**config.mk**
```make
export PLATFORM = sky130hd
export DESIGN_NAME = sliding_window_arq_tracker_unit
export DESIGN_NICKNAME = d
export VERILOG_FILES = /design/src/sv/swat_pkg.sv /design/src/sv/swat_front.sv /design/src/sv/swat_back.sv /design/src/sv/sliding_window_arq_tracker_unit.sv
export SDC_FILE = /design/constraint.sdc
export NUM_CORES = 1
export LEC_CHECK = 0
export ABC_AREA = 1
export ABC_CLOCK_PERIOD_IN_PS = 4200
export CORE_MARGIN = 2
export CORE_UTILIZATION = 40
export DETAILED_ROUTE_END_ITERATION = 10
export DONT_BUFFER_PORTS = 1
export PLACE_DENSITY = 0.56
export REMOVE_ABC_BUFFERS = 1
export SLEW_MARGIN = 20
export SYNTH_ARGS = -nofsm -noshare
export SYNTH_HDL_FRONTEND = slang
export SYNTH_HIERARCHICAL = 1
export SYNTH_SLANG_ARGS = --single-unit
export TNS_END_PERCENT = 50
```
**constraint.sdc**
```tcl
create_clock -name clk -period 4.2 [get_ports clk]
set_clock_uncertainty 0.15 [all_clocks]
set_input_delay 0 -clock clk [delete_from_list [all_inputs] [get_ports clk]]
set_output_delay 0 -clock clk [all_outputs]
set_load 0.005 [all_outputs]
```
**src/sv/swat_pkg.sv**
```systemverilog
// Shared types, constants and slot-index tables for the sliding window ARQ tracker.
package swat_pkg;

	localparam int SLOTS    = 16;
	localparam int SEQ_W    = 12;
	localparam int CRED_W   = 5;
	localparam int SLOT_W   = (SLOTS > 1) ? $clog2(SLOTS) : 1;
	localparam int CNT_W    = $clog2(SLOTS + 1);
	localparam int EFF_CAP  = (SLOTS < 31) ? SLOTS : 31;

	localparam int IN_TDATA_W  = 16;
	localparam int IN_TUSER_W  = 3;
	localparam int OUT_TDATA_W = 40;
	localparam int CFG_IDX_W   = 1;
	localparam int CFG_DATA_W  = 5;

	localparam logic [CFG_IDX_W-1:0] CFG_SERVICE_MODE = 1'b0;
	localparam logic [CFG_IDX_W-1:0] CFG_WINDOW_SIZE  = 1'b1;

	typedef logic [SLOT_W-1:0] slot_t;
	typedef logic [SEQ_W-1:0]  seq_t;
	typedef logic [CRED_W-1:0] cred_t;

	typedef enum logic [1:0] {
		MODE_SEND     = 2'd0,
		MODE_DATA     = 2'd1,
		MODE_FEEDBACK = 2'd2,
		MODE_UNUSED   = 2'd3
	} in_mode_t;

	typedef enum logic [1:0] {
		SVC_TRANSPARENT = 2'd0,
		SVC_SEQUENCED   = 2'd1,
		SVC_FLOW        = 2'd2,
		SVC_FLOW_ARQ    = 2'd3
	} svc_mode_t;

	typedef enum logic [2:0] {
		KIND_SEND = 3'd0,
		KIND_DATA = 3'd1,
		KIND_ACK  = 3'd2,
		KIND_NACK = 3'd3,
		KIND_NONE = 3'd4
	} ev_kind_t;

	typedef enum logic [2:0] {
		STAT_OK        = 3'd0,
		STAT_FULL      = 3'd1,
		STAT_OVERWRITE = 3'd2,
		STAT_DROPPED   = 3'd3,
		STAT_NACK      = 3'd4
	} status_t;

	typedef enum logic {
		ST_IDLE  = 1'b0,
		ST_CLEAR = 1'b1
	} back_state_t;

	typedef struct packed {
		ev_kind_t kind;
		seq_t     seq_num;
		logic     complete_sdu;
	} ev_item_t;

	typedef slot_t lo_tab_t [256];
	typedef slot_t hi_tab_t [16];

	function automatic lo_tab_t build_lo_tab();
		lo_tab_t t;
		for (int i = 0; i < 256; i++) begin
			t[i] = SLOT_W'(i % SLOTS);
		end
		return t;
	endfunction

	function automatic hi_tab_t build_hi_tab();
		hi_tab_t t;
		for (int i = 0; i < 16; i++) begin
			t[i] = SLOT_W'((i * 256) % SLOTS);
		end
		return t;
	endfunction

	localparam lo_tab_t LO_MOD = build_lo_tab();
	localparam hi_tab_t HI_MOD = build_hi_tab();

	function automatic slot_t seq_slot(input seq_t s);
		logic [SLOT_W:0] sum;
		sum = {1'b0, HI_MOD[s[11:8]]} + {1'b0, LO_MOD[s[7:0]]};
		if (sum >= (SLOT_W+1)'(SLOTS)) begin
			sum = sum - (SLOT_W+1)'(SLOTS);
		end
		return sum[SLOT_W-1:0];
	endfunction

	function automatic cred_t eff_window(input cred_t ws);
		cred_t w;
		w = ws;
		if (int'(ws) > EFF_CAP) begin
			w = CRED_W'(EFF_CAP);
		end
		return w;
	endfunction

endpackage

```
**src/sv/swat_front.sv**
```systemverilog
// Front end: accepts input items, classifies them and buffers them in a short queue.
module swat_front (
	input  logic                                clk,
	input  logic                                arst_n,
	input  logic                                s_tvalid,
	output logic                                s_tready,
	input  logic [swat_pkg::IN_TDATA_W-1:0]     s_tdata,  // seq_num[11:0], complete_sdu, zero pad
	input  logic [swat_pkg::IN_TUSER_W-1:0]     s_tuser,  // mode[1:0], is_ack
	output logic                                q_valid,
	input  logic                                q_ready,
	output swat_pkg::ev_item_t                  q_item
);

	swat_pkg::ev_item_t item_in;
	swat_pkg::ev_item_t queue_q [2];
	logic               wr_ptr_q;
	logic               rd_ptr_q;
	logic [1:0]         count_q;
	logic               push;
	logic               pop;

	always_comb begin
		item_in.seq_num      = s_tdata[11:0];
		item_in.complete_sdu = s_tdata[12];
		unique case (swat_pkg::in_mode_t'(s_tuser[1:0]))
			swat_pkg::MODE_SEND:     item_in.kind = swat_pkg::KIND_SEND;
			swat_pkg::MODE_DATA:     item_in.kind = swat_pkg::KIND_DATA;
			swat_pkg::MODE_FEEDBACK: item_in.kind = s_tuser[2] ? swat_pkg::KIND_ACK
			                                                   : swat_pkg::KIND_NACK;
			default:                 item_in.kind = swat_pkg::KIND_NONE;
		endcase
	end

	assign s_tready = (count_q != 2'd2);
	assign q_valid  = (count_q != 2'd0);
	assign q_item   = queue_q[rd_ptr_q];
	assign push     = s_tvalid && s_tready;
	assign pop      = q_valid && q_ready;

	always_ff @(posedge clk) begin
		if (push) begin
			queue_q[wr_ptr_q] <= item_in;
		end
	end

	always_ff @(posedge clk or negedge arst_n) begin
		if (!arst_n) begin
			wr_ptr_q <= 1'b0;
			rd_ptr_q <= 1'b0;
			count_q  <= 2'd0;
		end else begin
			if (push) begin
				wr_ptr_q <= ~wr_ptr_q;
			end
			if (pop) begin
				rd_ptr_q <= ~rd_ptr_q;
			end
			unique case ({push, pop})
				2'b10:   count_q <= count_q + 2'd1;
				2'b01:   count_q <= count_q - 2'd1;
				default: count_q <= count_q;
			endcase
		end
	end

endmodule

```
**src/sv/swat_back.sv**
```systemverilog
// Back end: executes queued events, walks the slot marks on an ACK and holds the result.
module swat_back (
	input  logic                                 clk,
	input  logic                                 arst_n,
	input  logic                                 cfg_we,
	input  logic [swat_pkg::CFG_IDX_W-1:0]       cfg_index,
	input  logic [swat_pkg::CFG_DATA_W-1:0]      cfg_data,
	input  logic                                 q_valid,
	output logic                                 q_ready,
	input  swat_pkg::ev_item_t                   q_item,
	output logic                                 m_tvalid,
	input  logic                                 m_tready,
	output logic [swat_pkg::OUT_TDATA_W-1:0]     m_tdata
);

	swat_pkg::svc_mode_t          service_q, service_d;
	swat_pkg::cred_t              wsize_q, wsize_d;
	swat_pkg::seq_t               next_tx_q, next_tx_d;
	swat_pkg::seq_t               wstart_q, wstart_d;
	swat_pkg::seq_t               expected_q, expected_d;
	swat_pkg::cred_t              credits_q, credits_d;
	logic [swat_pkg::SLOTS-1:0]   marks_q, marks_d;
	swat_pkg::back_state_t        st_q, st_d;
	logic [swat_pkg::CNT_W-1:0]   cnt_q, cnt_d;
	swat_pkg::seq_t               wseq_q, wseq_d;
	swat_pkg::seq_t               pend_start_q, pend_start_d;
	logic                         out_valid_q, out_valid_d;
	swat_pkg::status_t            status_q, status_d;
	swat_pkg::seq_t               seq_out_q, seq_out_d;
	logic                         deliver_q, deliver_d;
	logic                         send_ack_q, send_ack_d;

	swat_pkg::cred_t              eff;
	logic                         fc;
	swat_pkg::slot_t              slot_idx;
	swat_pkg::seq_t               new_start;
	swat_pkg::seq_t               span;
	logic [swat_pkg::CNT_W-1:0]   span_c;

	assign eff       = swat_pkg::eff_window(wsize_q);
	assign fc        = (service_q == swat_pkg::SVC_FLOW) || (service_q == swat_pkg::SVC_FLOW_ARQ);
	assign slot_idx  = (st_q == swat_pkg::ST_CLEAR) ? swat_pkg::seq_slot(wseq_q)
	                                                : swat_pkg::seq_slot(next_tx_q);
	assign new_start = q_item.seq_num + swat_pkg::SEQ_W'(1);
	assign span      = new_start - wstart_q;
	assign span_c    = (span > swat_pkg::SEQ_W'(swat_pkg::SLOTS))
	                   ? swat_pkg::CNT_W'(swat_pkg::SLOTS) : span[swat_pkg::CNT_W-1:0];

	always_comb begin
		service_d    = service_q;
		wsize_d      = wsize_q;
		next_tx_d    = next_tx_q;
		wstart_d     = wstart_q;
		expected_d   = expected_q;
		credits_d    = credits_q;
		marks_d      = marks_q;
		st_d         = st_q;
		cnt_d        = cnt_q;
		wseq_d       = wseq_q;
		pend_start_d = pend_start_q;
		out_valid_d  = out_valid_q && !m_tready;
		status_d     = status_q;
		seq_out_d    = seq_out_q;
		deliver_d    = deliver_q;
		send_ack_d   = send_ack_q;
		q_ready      = 1'b0;

		unique case (st_q)
			swat_pkg::ST_IDLE: begin
				if (q_valid && (!out_valid_q || m_tready)) begin
					q_ready     = 1'b1;
					status_d    = swat_pkg::STAT_OK;
					seq_out_d   = '0;
					deliver_d   = 1'b0;
					send_ack_d  = 1'b0;
					out_valid_d = 1'b1;
					unique case (q_item.kind)
						swat_pkg::KIND_SEND: begin
							unique case (service_q)
								swat_pkg::SVC_SEQUENCED: begin
									seq_out_d = next_tx_q;
									next_tx_d = next_tx_q + swat_pkg::SEQ_W'(1);
								end
								swat_pkg::SVC_FLOW, swat_pkg::SVC_FLOW_ARQ: begin
									if (credits_q == '0) begin
										status_d = swat_pkg::STAT_FULL;
									end else begin
										credits_d = credits_q - swat_pkg::CRED_W'(1);
										if (marks_q[slot_idx]) begin
											status_d = swat_pkg::STAT_OVERWRITE;
										end
										marks_d[slot_idx] = 1'b1;
										seq_out_d = next_tx_q;
										next_tx_d = next_tx_q + swat_pkg::SEQ_W'(1);
									end
								end
								default: begin
								end
							endcase
						end
						swat_pkg::KIND_DATA: begin
							if (q_item.complete_sdu && (q_item.seq_num == expected_q)) begin
								expected_d = new_start;
								deliver_d  = 1'b1;
								if (fc) begin
									send_ack_d = 1'b1;
									seq_out_d  = q_item.seq_num;
								end
							end else begin
								status_d = swat_pkg::STAT_DROPPED;
							end
						end
						swat_pkg::KIND_ACK: begin
							if (span == '0) begin
								wstart_d = new_start;
							end else begin
								out_valid_d  = 1'b0;
								st_d         = swat_pkg::ST_CLEAR;
								cnt_d        = span_c;
								wseq_d       = wstart_q;
								pend_start_d = new_start;
							end
						end
						swat_pkg::KIND_NACK: begin
							status_d = swat_pkg::STAT_NACK;
						end
						default: begin
						end
					endcase
				end
			end
			swat_pkg::ST_CLEAR: begin
				if (marks_q[slot_idx]) begin
					marks_d[slot_idx] = 1'b0;
					if (credits_q < eff) begin
						credits_d = credits_q + swat_pkg::CRED_W'(1);
					end
				end
				cnt_d  = cnt_q - swat_pkg::CNT_W'(1);
				wseq_d = wseq_q + swat_pkg::SEQ_W'(1);
				if (cnt_q == swat_pkg::CNT_W'(1)) begin
					st_d        = swat_pkg::ST_IDLE;
					wstart_d    = pend_start_q;
					out_valid_d = 1'b1;
				end
			end
			default: begin
				st_d = swat_pkg::ST_IDLE;
			end
		endcase

		if (cfg_we) begin
			unique case (cfg_index)
				swat_pkg::CFG_SERVICE_MODE: begin
					service_d = swat_pkg::svc_mode_t'(cfg_data[1:0]);
				end
				swat_pkg::CFG_WINDOW_SIZE: begin
					wsize_d   = cfg_data;
					credits_d = swat_pkg::eff_window(cfg_data);
				end
				default: begin
				end
			endcase
		end
	end

	always_ff @(posedge clk or negedge arst_n) begin
		if (!arst_n) begin
			service_q   <= swat_pkg::SVC_TRANSPARENT;
			wsize_q     <= '0;
			next_tx_q   <= '0;
			wstart_q    <= '0;
			expected_q  <= '0;
			credits_q   <= '0;
			marks_q     <= '0;
			st_q        <= swat_pkg::ST_IDLE;
			cnt_q       <= '0;
			out_valid_q <= 1'b0;
		end else begin
			service_q   <= service_d;
			wsize_q     <= wsize_d;
			next_tx_q   <= next_tx_d;
			wstart_q    <= wstart_d;
			expected_q  <= expected_d;
			credits_q   <= credits_d;
			marks_q     <= marks_d;
			st_q        <= st_d;
			cnt_q       <= cnt_d;
			out_valid_q <= out_valid_d;
		end
	end

	always_ff @(posedge clk) begin
		wseq_q       <= wseq_d;
		pend_start_q <= pend_start_d;
		status_q     <= status_d;
		seq_out_q    <= seq_out_d;
		deliver_q    <= deliver_d;
		send_ack_q   <= send_ack_d;
	end

	assign m_tvalid = out_valid_q;
	assign m_tdata  = {6'b0, wstart_q, credits_q, send_ack_q, deliver_q, seq_out_q, status_q};

	a_credits_bounded: assert property (@(posedge clk) disable iff (!arst_n)
		credits_q <= eff)
		else $error("credits above effective window");

	a_clear_no_result: assert property (@(posedge clk) disable iff (!arst_n)
		(st_q == swat_pkg::ST_CLEAR) |-> (!out_valid_q && (cnt_q != '0)))
		else $error("slot walk with pending result or empty count");

	a_clear_finishes: assert property (@(posedge clk) disable iff (!arst_n)
		((st_q == swat_pkg::ST_CLEAR) && (cnt_q == swat_pkg::CNT_W'(1)))
		|=> (out_valid_q && (st_q == swat_pkg::ST_IDLE)))
		else $error("slot walk did not produce a result");

endmodule

```
**src/sv/sliding_window_arq_tracker_unit.sv**
```systemverilog
// Top level of the sliding window ARQ tracker: front end, event queue and back end.
//
// Channel   Dir  Handshake          Payload
// s_*       in   s_tvalid/s_tready  tdata: seq_num, complete_sdu; tuser: mode, is_ack
// m_*       out  m_tvalid/m_tready  tdata: status, seq_out, deliver, send_ack,
//                                          credits_left, window_base
// cfg_*     in   cfg_we             cfg_index selects register, cfg_data value
//
// Send, data, NACK and unused events each give a registered result after leaving the queue.
// An ACK that moves the window first walks the slots it covers, at most 16, in the slot-clear loop.
// The two-entry queue keeps accepting, until it is full, while a result waits on m_tready.
// arst_n clears all slot marks, counters and the queue at once.
module sliding_window_arq_tracker_unit (
	input  logic                                 clk,
	input  logic                                 arst_n,
	input  logic                                 cfg_we,
	input  logic [swat_pkg::CFG_IDX_W-1:0]       cfg_index,
	input  logic [swat_pkg::CFG_DATA_W-1:0]      cfg_data,
	input  logic                                 s_tvalid,
	output logic                                 s_tready,
	input  logic [swat_pkg::IN_TDATA_W-1:0]      s_tdata,  // seq_num[11:0], complete_sdu, zero pad
	input  logic [swat_pkg::IN_TUSER_W-1:0]      s_tuser,  // mode[1:0], is_ack
	output logic                                 m_tvalid,
	input  logic                                 m_tready,
	output logic [swat_pkg::OUT_TDATA_W-1:0]     m_tdata   // status[2:0], seq_out[11:0], deliver,
	                                                       // send_ack, credits_left[4:0],
	                                                       // window_base[11:0], zero pad
);

	logic               q_valid;
	logic               q_ready;
	swat_pkg::ev_item_t q_item;

	swat_front u_front (
		.clk      (clk),
		.arst_n   (arst_n),
		.s_tvalid (s_tvalid),
		.s_tready (s_tready),
		.s_tdata  (s_tdata),
		.s_tuser  (s_tuser),
		.q_valid  (q_valid),
		.q_ready  (q_ready),
		.q_item   (q_item)
	);

	swat_back u_back (
		.clk       (clk),
		.arst_n    (arst_n),
		.cfg_we    (cfg_we),
		.cfg_index (cfg_index),
		.cfg_data  (cfg_data),
		.q_valid   (q_valid),
		.q_ready   (q_ready),
		.q_item    (q_item),
		.m_tvalid  (m_tvalid),
		.m_tready  (m_tready),
		.m_tdata   (m_tdata)
	);

endmodule

```
# After elaboration in Yosys (flattened, before gate mapping)
# Memory sizes are Yosys's and may differ from the RTL's.
# Cells that the tools add are included.
totals:
  register_bits: 116
  in_bits: 30
  mem_count: 5
  romBits: 2176
  output_inout_bits: 42
  ram_bits: 32
mem_list:
  columns: ["memory", "depth", "width", "rd", "rd_ports_with_merged_regs", "wr", "line", "source"]
  rows:
  - ["(no name shown)", 256, 4, 1, 0, 0, "swat_pkg.sv:89", "sum = {1'b0, HI_MOD[s[11:8]]} + {1'b0, LO_MOD[s[7:0]]};"]
  - ["(no name shown)", 256, 4, 1, 0, 0, "swat_pkg.sv:89", null]
  - ["(no name shown)", 16, 4, 1, 0, 0, "swat_pkg.sv:89", null]
  - ["(no name shown)", 16, 4, 1, 0, 0, "swat_pkg.sv:89", null]
  - ["u_front.queue_q", 2, 16, 1, 0, 1, "swat_front.sv:15", "swat_pkg::ev_item_t queue_q [2];"]
classes:
  n_eq_ne: 23
  n_mux: 77
  magnitude_cmp: 12
  add_sub_neg: 13
  bitwise: 12
  reduce_logical: 28
ops:
  columns: ["op", "n"]
  rows:
  - ["$mux 12", 11]
  - ["$pmux 12 s2", 5]
  - ["$mux 16", 5]
  - ["$mux 5", 14]
  - ["$mux 4", 11]
  - ["$add 12x1->12 const B", 3]
  - ["$pmux 16 s2", 1]
  - ["$ge 5x5->1 const B", 4]
  - ["$pmux 5 s2", 2]
  - ["$ge 9x9->1 const B", 2]
  - ["$ne 2x2->1 const B", 9]
  - ["$not 8->9", 2]
  - ["$pmux 3 s3", 2]
  - ["$mux 1", 17]
  - ["$and 16x16->16", 1]
  - ["$not 16->16", 1]
  - ["$or 16x16->16", 1]
  - ["$eq 12x12->1", 1]
  - ["$gt 12x5->1 const B", 1]
  - ["$logic_not 12->1", 1]
  - ["$reduce_and 4->1", 3]
  - ["$sub 12x12->12", 1]
  - ["$add 4x4->5", 2]
  - ["$gt 5x5->1 const B", 2]
  - ["33 further kinds", 63]

# Longest topological paths before layout
# Gate-level depths: netlist of run 1.
logic_depth:
  ltp_word: 18
  depth_mapped: 29

# Hierarchy
# Netlist of run 1, hierarchy kept.
modules_own_cells:
  columns: ["mod", "n_inst", "area_per_inst_um2", "seq_area_each_um2", "cells_each"]
  rows:
  - ["swat_back", 1, 6591.3, 2767.7, 870]
  - ["swat_front", 1, 1448.9, 1061.0, 120]

# Least setup slack after synthesis of run 1
# Ideal clock, no wire load.
synth_timing:
  path_type: "reg2reg"
  from: "register u_front.rd_ptr_q"
  to: "register u_back.pend_start_q[0] (enable)"
  setup_slack_ps: 632
  arrival_ps: 3070
  required_ps: 3702
  path_buffers: 2
  path_stages_with_launch: 27
  setup_ps: 348
  cell_sequence: "dfrtp_1 buf_6 inv_6 buf_6 nand2_1 nand2_1 nand2_1 nor2_4 inv_1 nor2_1 nand2_1 nor2_1 xor2_1 inv_1 ha_1 nand2_1 nor2_1 nand2_1 inv_1 nand2_1 nand3_1 nand3_1 nand2_1 nor2_1 nand3_1 nand3_1 inv_1"
synth_rtl:
  columns: ["item", "line", "source"]
  rows:
  - ["from (decl)", "swat_front.sv:17", "logic rd_ptr_q;"]
  - ["from (signal assigned)", "swat_front.sv:56", "rd_ptr_q <= ~rd_ptr_q;"]
  - ["to (signal assigned)", "swat_back.sv:195", "pend_start_q <= pend_start_d;"]
  - ["to (decl)", "swat_back.sv:26", "swat_pkg::seq_t pend_start_q, pend_start_d;"]

==> reports/metrics.cfg, run 1 <==
[status]
outcome=finished clean

[timing]
fin_crit_sh=0.908
hold_viol=0
worst_slew_pin_slew_ns=0.800
finalCriticalPeriod_ns=3.81
slew_viol_final=0
max_freq_mhz=262
max_slew_margin=0.467
setup_viol=0
whs_ns=0.0500

[route]
postRouteWirelength_mm=19.3
viasPerCell=4.97
dr.pass1.iters=5
wire_per_inst_um=14.7
ant_nets=0
drt_iter0_drc=371
drc=0
num_vias=6530

[clock_network]
cts-root-buf=clkbuf_16
clockBufferDepth=2
clock_sinks=140
h-tree-depth=4
clk_pin_slew_ns=0.06
clk_latency_ns=0.42
tritoncts=done
numCtsBuffers=17

[min_path]
hold_path_class=input port to asynchronous set/reset pin

[floorplan]
rows=51
die_x_um=146
boundaryPins=72
dieArea_mm2=0.0213
core_mm2=0.0196
chipHeight_um=146
start_util=0.410

[yosys]
synth_simple_gate_area_frac=0.276
synth_fa_ha_area_frac=0.0383
ys_seq_elements=140
ys_types=46
synth_area_per_cell_um2=8.12
synth_top_cells_by_count=nand2_1 (301), inv_1 (129), dfrtp_1 (75)
synthesis.instances=990
yosys.area.top_type=edfxtp_1
synth_compound_area_frac=0.0828
yosys_warnings=6
yosysMostFrequentCell=nand2_1
synthXorXnorAreaFrac=0.0316
synthFlopType=dfrtp_1
synth_top_family_by_area=simple AND/OR/NAND/NOR gates
synthMuxAreaShare=0.00124
synth_edf_count=65
synth_area_mm2=0.00804
ys_seq_area_frac=0.476
netlist_top_cells_area=edfxtp_1 (24%), dfrtp_1 (23%), nand2_1 (14%)
synth_top_area_frac=0.243
synthArstFlopShare=0.536

[final_layout]
fin_nets=1091
diodes=0
final_cells=1315
register_area_mm2=0.00383
drive_gt1_frac=0.0905
area_growth_pct=15.3
stdcell_area_mm2=0.00927
fillCellCount=1943
multi_input_area_mm2=0.00348
utilization=0.473

[global_route]
overflow=0
grt_start_max_net_pins=76
antenna_found_initial=1
grt_pass1_vias=6166
grt_pass1_wl_mm=31.6
grt_use_total=0.188

[worst_setup_path]
start_kind=flop
endpoint_kind=flop
worstPathArrival_ns=3.79
cp_data_required_time_ns=4.18
critPathKind=flop to flop
critPathMaxFanout=13

[placed_design]
dpl_cell_area_mm2=0.00833
gp_congestion=0.895
numPlacedInstances=1246
portBuffers=0
dp_hpwl_mm=14.0

[power]
ir_drop_v=0.000400
p_leak_uw=0.00437
p_per_area_mw_per_mm2=844

[job]
cap_violations=0

## layout by cell type, fill, tap and decap left out, drive strengths merged
master / netlist / final
nor4b: 1 / 1
dlygate4sd3: 0 / 34
clkinv: 0 / 6
o21ai: 81 / 81
o21bai: 1 / 1
nor3: 9 / 9
o2111ai: 1 / 1
a221oi: 1 / 1
o22ai: 10 / 10
nor2: 79 / 79
a31oi: 3 / 3
inv: 136 / 139
a21oi: 15 / 15
or3b: 1 / 1
nand3b: 3 / 3
xnor2: 7 / 7
clkinvlp: 0 / 1
fa: 1 / 1
ha: 23 / 23
o41ai: 1 / 1
a41oi: 1 / 1
a2111oi: 1 / 1
nand3: 66 / 66
conb: 1 / 6
edfxtp: 65 / 65
clkbuf: 14 / 22
a21boi: 1 / 1
nand4: 31 / 31
nand2: 306 / 306
mux2i: 1 / 1
nor4: 6 / 6
dfrtp: 75 / 75
buf: 20 / 23
or2: 6 / 6
xor2: 22 / 22
o21a: 1 / 1
## per-layer routing
layer  share of wire  global-route usage
met2            0.48               0.310
met1            0.45               0.247
met3           0.057              0.0401
met5               0                   0
met4           0.014              0.0598
## report_power, final
group	switching (uW)	total (uW)	leakage [uW]	internal, uW
combinational	2720	4110	0.00255	1390
sequential	366	2320	0.00155	1960
clock	566	1380	0.000276	818
## logic make-up (layout without fill, tap and decap cells)
group	Yosys count	after routing
compound gates	117	117
xor+xnor	29	29
fa+ha+maj	24	24
buf+inv	170	225
flops	140	140
mux	1	1
other cells	1	6
simple gates	508	508
## critical path: stages, from the launching register on
cell and delay [ns]:
dfrtp_2 0.48, inv_6 0.13, nand2_1 0.07, nand2_1 0.11, ha_1 0.18, nand2_1 0.11
nor2_1 0.16, nand2_1 0.08, nor2_1 0.12, xor2_1 0.21, inv_1 0.10, ha_1 0.33
nand2_1 0.08, nor2_1 0.16, nand2_1 0.09, inv_1 0.06, nand2_1 0.04, nand3_1 0.07
nand3_1 0.10, nand2_1 0.08, nor2_1 0.05, nand3_1 0.15, nand3_1 0.12, inv_1 0.14
buf_12 0.15
## stage by stage
step,TNS [ns],total power [uW],setup slack [ns]
6_report,0,7820,0.388
5_1_grt,-0.00298,8550,-0.00298
4_1_cts,0,7850,0.185
3_5_place_dp,0,6350,0.201
3_3_place_gp,0,6330,0.265
2_1_floorplan,0,5190,0.507
## repair_timing
item	4_1_cts	5_1_grt
hold buffers	35	0
buffers inserted	0	2
endpoints found under the hold margin	155	0
endpoints found under the setup margin	0	33
gates resized for setup	0	3
## final cells by class
type                       instances  area share
inverter                         136      0.0556
sequential                       140       0.413
clock inverter                    10     0.00675
tap                              265      0.0358
timing repair buffer              57      0.0602
clock buffer                      22      0.0524
multi-input combinational        685       0.376
## path summary, 6_finish.rpt
check	start	end	slack, ns	cells past startpoint
setup / recovery	u_front/rd_ptr_q	u_back/pend_start_q[11]	0.39	24
setup reg to reg	u_front/rd_ptr_q	u_back/pend_start_q[11]	0.39	24
hold / removal	arst_n	u_back/next_tx_q[11]	0.05	2
hold reg to reg	flop	flop	0.31	2
min in group clk	s_tdata[7]	u_front/queue_q[1][8]	0.08	1
max in group asynchronous	arst_n	u_back/cnt_q[2]	3.54	2
Power figures use the tool's default switching activity.
==> inputs of run 2 (changes only) <==
--- a/config.mk
+++ b/config.mk
@@ -6,12 +6,13 @@
 export NUM_CORES = 1
 export LEC_CHECK = 0
 export ABC_AREA = 1
-export ABC_CLOCK_PERIOD_IN_PS = 4200
+export ABC_CLOCK_PERIOD_IN_PS = 3350
+export CORE_ASPECT_RATIO = 1.75
 export CORE_MARGIN = 2
 export CORE_UTILIZATION = 40
 export DETAILED_ROUTE_END_ITERATION = 10
 export DONT_BUFFER_PORTS = 1
-export PLACE_DENSITY = 0.56
+export PLACE_DENSITY = 0.58
 export REMOVE_ABC_BUFFERS = 1
 export SLEW_MARGIN = 20
 export SYNTH_ARGS = -nofsm -noshare
==> constraint.sdc (replaced) <==
create_clock -name clk -period 3.35 [get_ports clk]
set_clock_uncertainty 0.15 [all_clocks]
set_input_delay 0 -clock clk [delete_from_list [all_inputs] [get_ports clk]]
set_output_delay 0 -clock clk [all_outputs]
set_load 0.005 [all_outputs]
==> reports/metrics.cfg, run 2 (same netlist as run 1, synthesis figures left out) <==
[status]
outcome=finished, violations left
failed_checks=negative setup slack

[clock_network]
clk_pin_slew_ns=0.06
cts-root-buf=clkbuf_16
clk_latency_ns=0.43
h-tree-depth=4
clock_sinks=140
tritoncts=done
clockBufferDepth=2
numCtsBuffers=17

[floorplan]
boundaryPins=72
dieArea_mm2=0.0213
start_util=0.407
rows=68
chipHeight_um=192
core_mm2=0.0197
die_x_um=111

[power]
p_leak_uw=0.00469
p_per_area_mw_per_mm2=1130
ir_drop_v=0.000570

[worst_setup_path]
critPathMaxFanout=7
slowest_delay_ns=0.44
rrSetupSlack_ns=-0.12
crit_path_cell_trace=clkinv_4 -> buf_6 -> buf_4 -> nand2_1 -> nand2_2 -> buf_4 -> inv_1 -> o21ai_0 -> nand2_1 -> inv_2 -> ha_4 -> nand2_1 -> nor2_1 -> nand4_1 -> nand4_1 -> nand2_1 -> nor2_2 -> nand3_2 -> buf_6 -> nand3_4 -> nand2_4 -> nand2_1 -> o21ai_0
path_delay_family=simple AND/OR/NAND/NOR gates
endpoint_kind=flop
path_buf_inv=7
critPathKind=flop to flop
start_kind=flop
slowest_stage=dfrtp_2
cpMostUsedCell=nand2_1
worstPathArrival_ns=3.62
cp_data_required_time_ns=3.49

[final_layout]
fin_nets=1152
area_growth_pct=25.6
utilization=0.511
drive_gt1_frac=0.208
layout_common_cells=nand2_1 (276), inv_1 (119), buf_4 (75), dfrtp_1 (74), edfxtp_1 (65)
diodes=0
fillCellCount=1922
stdcell_area_mm2=0.0101
layout_commonest_cell=nand2_1

[job]
cap_violations=0

[route]
dr.pass1.iters=6
num_vias=6786
drt_iter0_drc=331
postRouteWirelength_mm=21.7
viasPerCell=5.00
wire_per_inst_um=16.0
drc=0
ant_nets=0

[timing]
fin_crit_sh=1.04
rsz0062_at_grt=yes
slew_viol_final=0
setup_viol=33
tns_ns=-2.77
worst_slew_pin_slew_ns=0.768
setup_slack_ns=-0.121
max_slew_margin=0.484
whs_ns=0.0715
hold_viol=0
finalCriticalPeriod_ns=3.47
max_freq_mhz=288

[global_route]
antenna_found_initial=0
grt_use_total=0.209
grt_pass1_wl_mm=34.3
grt_start_max_net_pins=76
overflow=0
grt_pass1_vias=6769

[placed_design]
dp_hpwl_mm=16.0
portBuffers=0
dpl_cell_area_mm2=0.00870
gp_congestion=0.920
place_worst_setup_slack_ns=-0.440

[min_path]
hold_path_class=input port to flop

## run 2: cell count changes in the layout (fill, tap and decap cells not counted), sizes merged
cell,before,now
buf,23,84
bufinv,0,2
clkbuf,22,19
clkinv,6,5
clkinvlp,1,5
inv,139,137
## run 2: per-stage QoR
stage | power [uW] | std cells
after floorplan | 6510 | 961
after global placement | 8750 | 1279
after detailed placement | 8800 | 1279
after CTS | 11200 | 1351
after global routing | 12400 | 1356
final | 11400 | 1356
## run 2: what timing repair did
action,in CTS,in global routing
setup endpoints to repair,35,48
pin swaps,6,11
resized for setup,51,43
endpoints found under the hold margin,155,2
hold buffers,34,1
buffers inserted,6,3
cloned,0,1
## run 2: per-layer routing
layer	track usage	part of all wire	wire (um)	up-vias
li1	-	-	-	3419
met1	0.213	0.37	8010	3165
met2	0.410	0.56	12200	160
met3	0.0393	0.037	808	42
met4	0.0874	0.032	701	0
met5	0	0	0	-
## run 2: cell type report
type / count / area, um^2 / area share
Multi-Input combinational cell: 685 / 3840 / 0.380
Sequential cell: 140 / 3830 / 0.379
Timing Repair Buffer: 118 / 1030 / 0.102
Inverter: 136 / 515 / 0.0511
Clock buffer: 19 / 433 / 0.0429
Tap cell: 245 / 307 / 0.0304
Clock inverter: 13 / 143 / 0.0141
## run 2: final timing paths
kind / end / startpoint / cells after the start
setup / recovery: u_back/cnt_q[4] / u_front/rd_ptr_q / 23
hold / removal: u_front/queue_q[0][10] / s_tdata[9] / 1
setup reg to reg: u_back/cnt_q[4] / u_front/rd_ptr_q / 23
hold reg to reg: u_back/next_tx_q[5] / u_back/next_tx_q[5] / 1
max in group asynchronous: u_front/rd_ptr_q / arst_n / 3
min in group asynchronous: u_back/next_tx_q[8] / arst_n / 3
## run 2: power by group
group	total (uW)	switching (uW)	leakage (uW)	internal, uW
Sequential	2910	452	0.00155	2460
Clock	1870	767	0.000266	1100
Combinational	6680	4010	0.00287	2670
## run 2: worst reg2reg max path, cell delays in order, from the launching register on
cell and delay, ns:
dfrtp_2 0.44, clkinv_4 0.10, buf_6 0.14, buf_4 0.13
nand2_1 0.06, nand2_2 0.06, buf_4 0.13, inv_1 0.08
o21ai_0 0.09, nand2_1 0.18, inv_2 0.09, ha_4 0.29
nand2_1 0.12, nor2_1 0.18, nand4_1 0.13, nand4_1 0.14
nand2_1 0.08, nor2_2 0.12, nand3_2 0.13, buf_6 0.14
nand3_4 0.07, nand2_4 0.08, nand2_1 0.09, o21ai_0 0.09
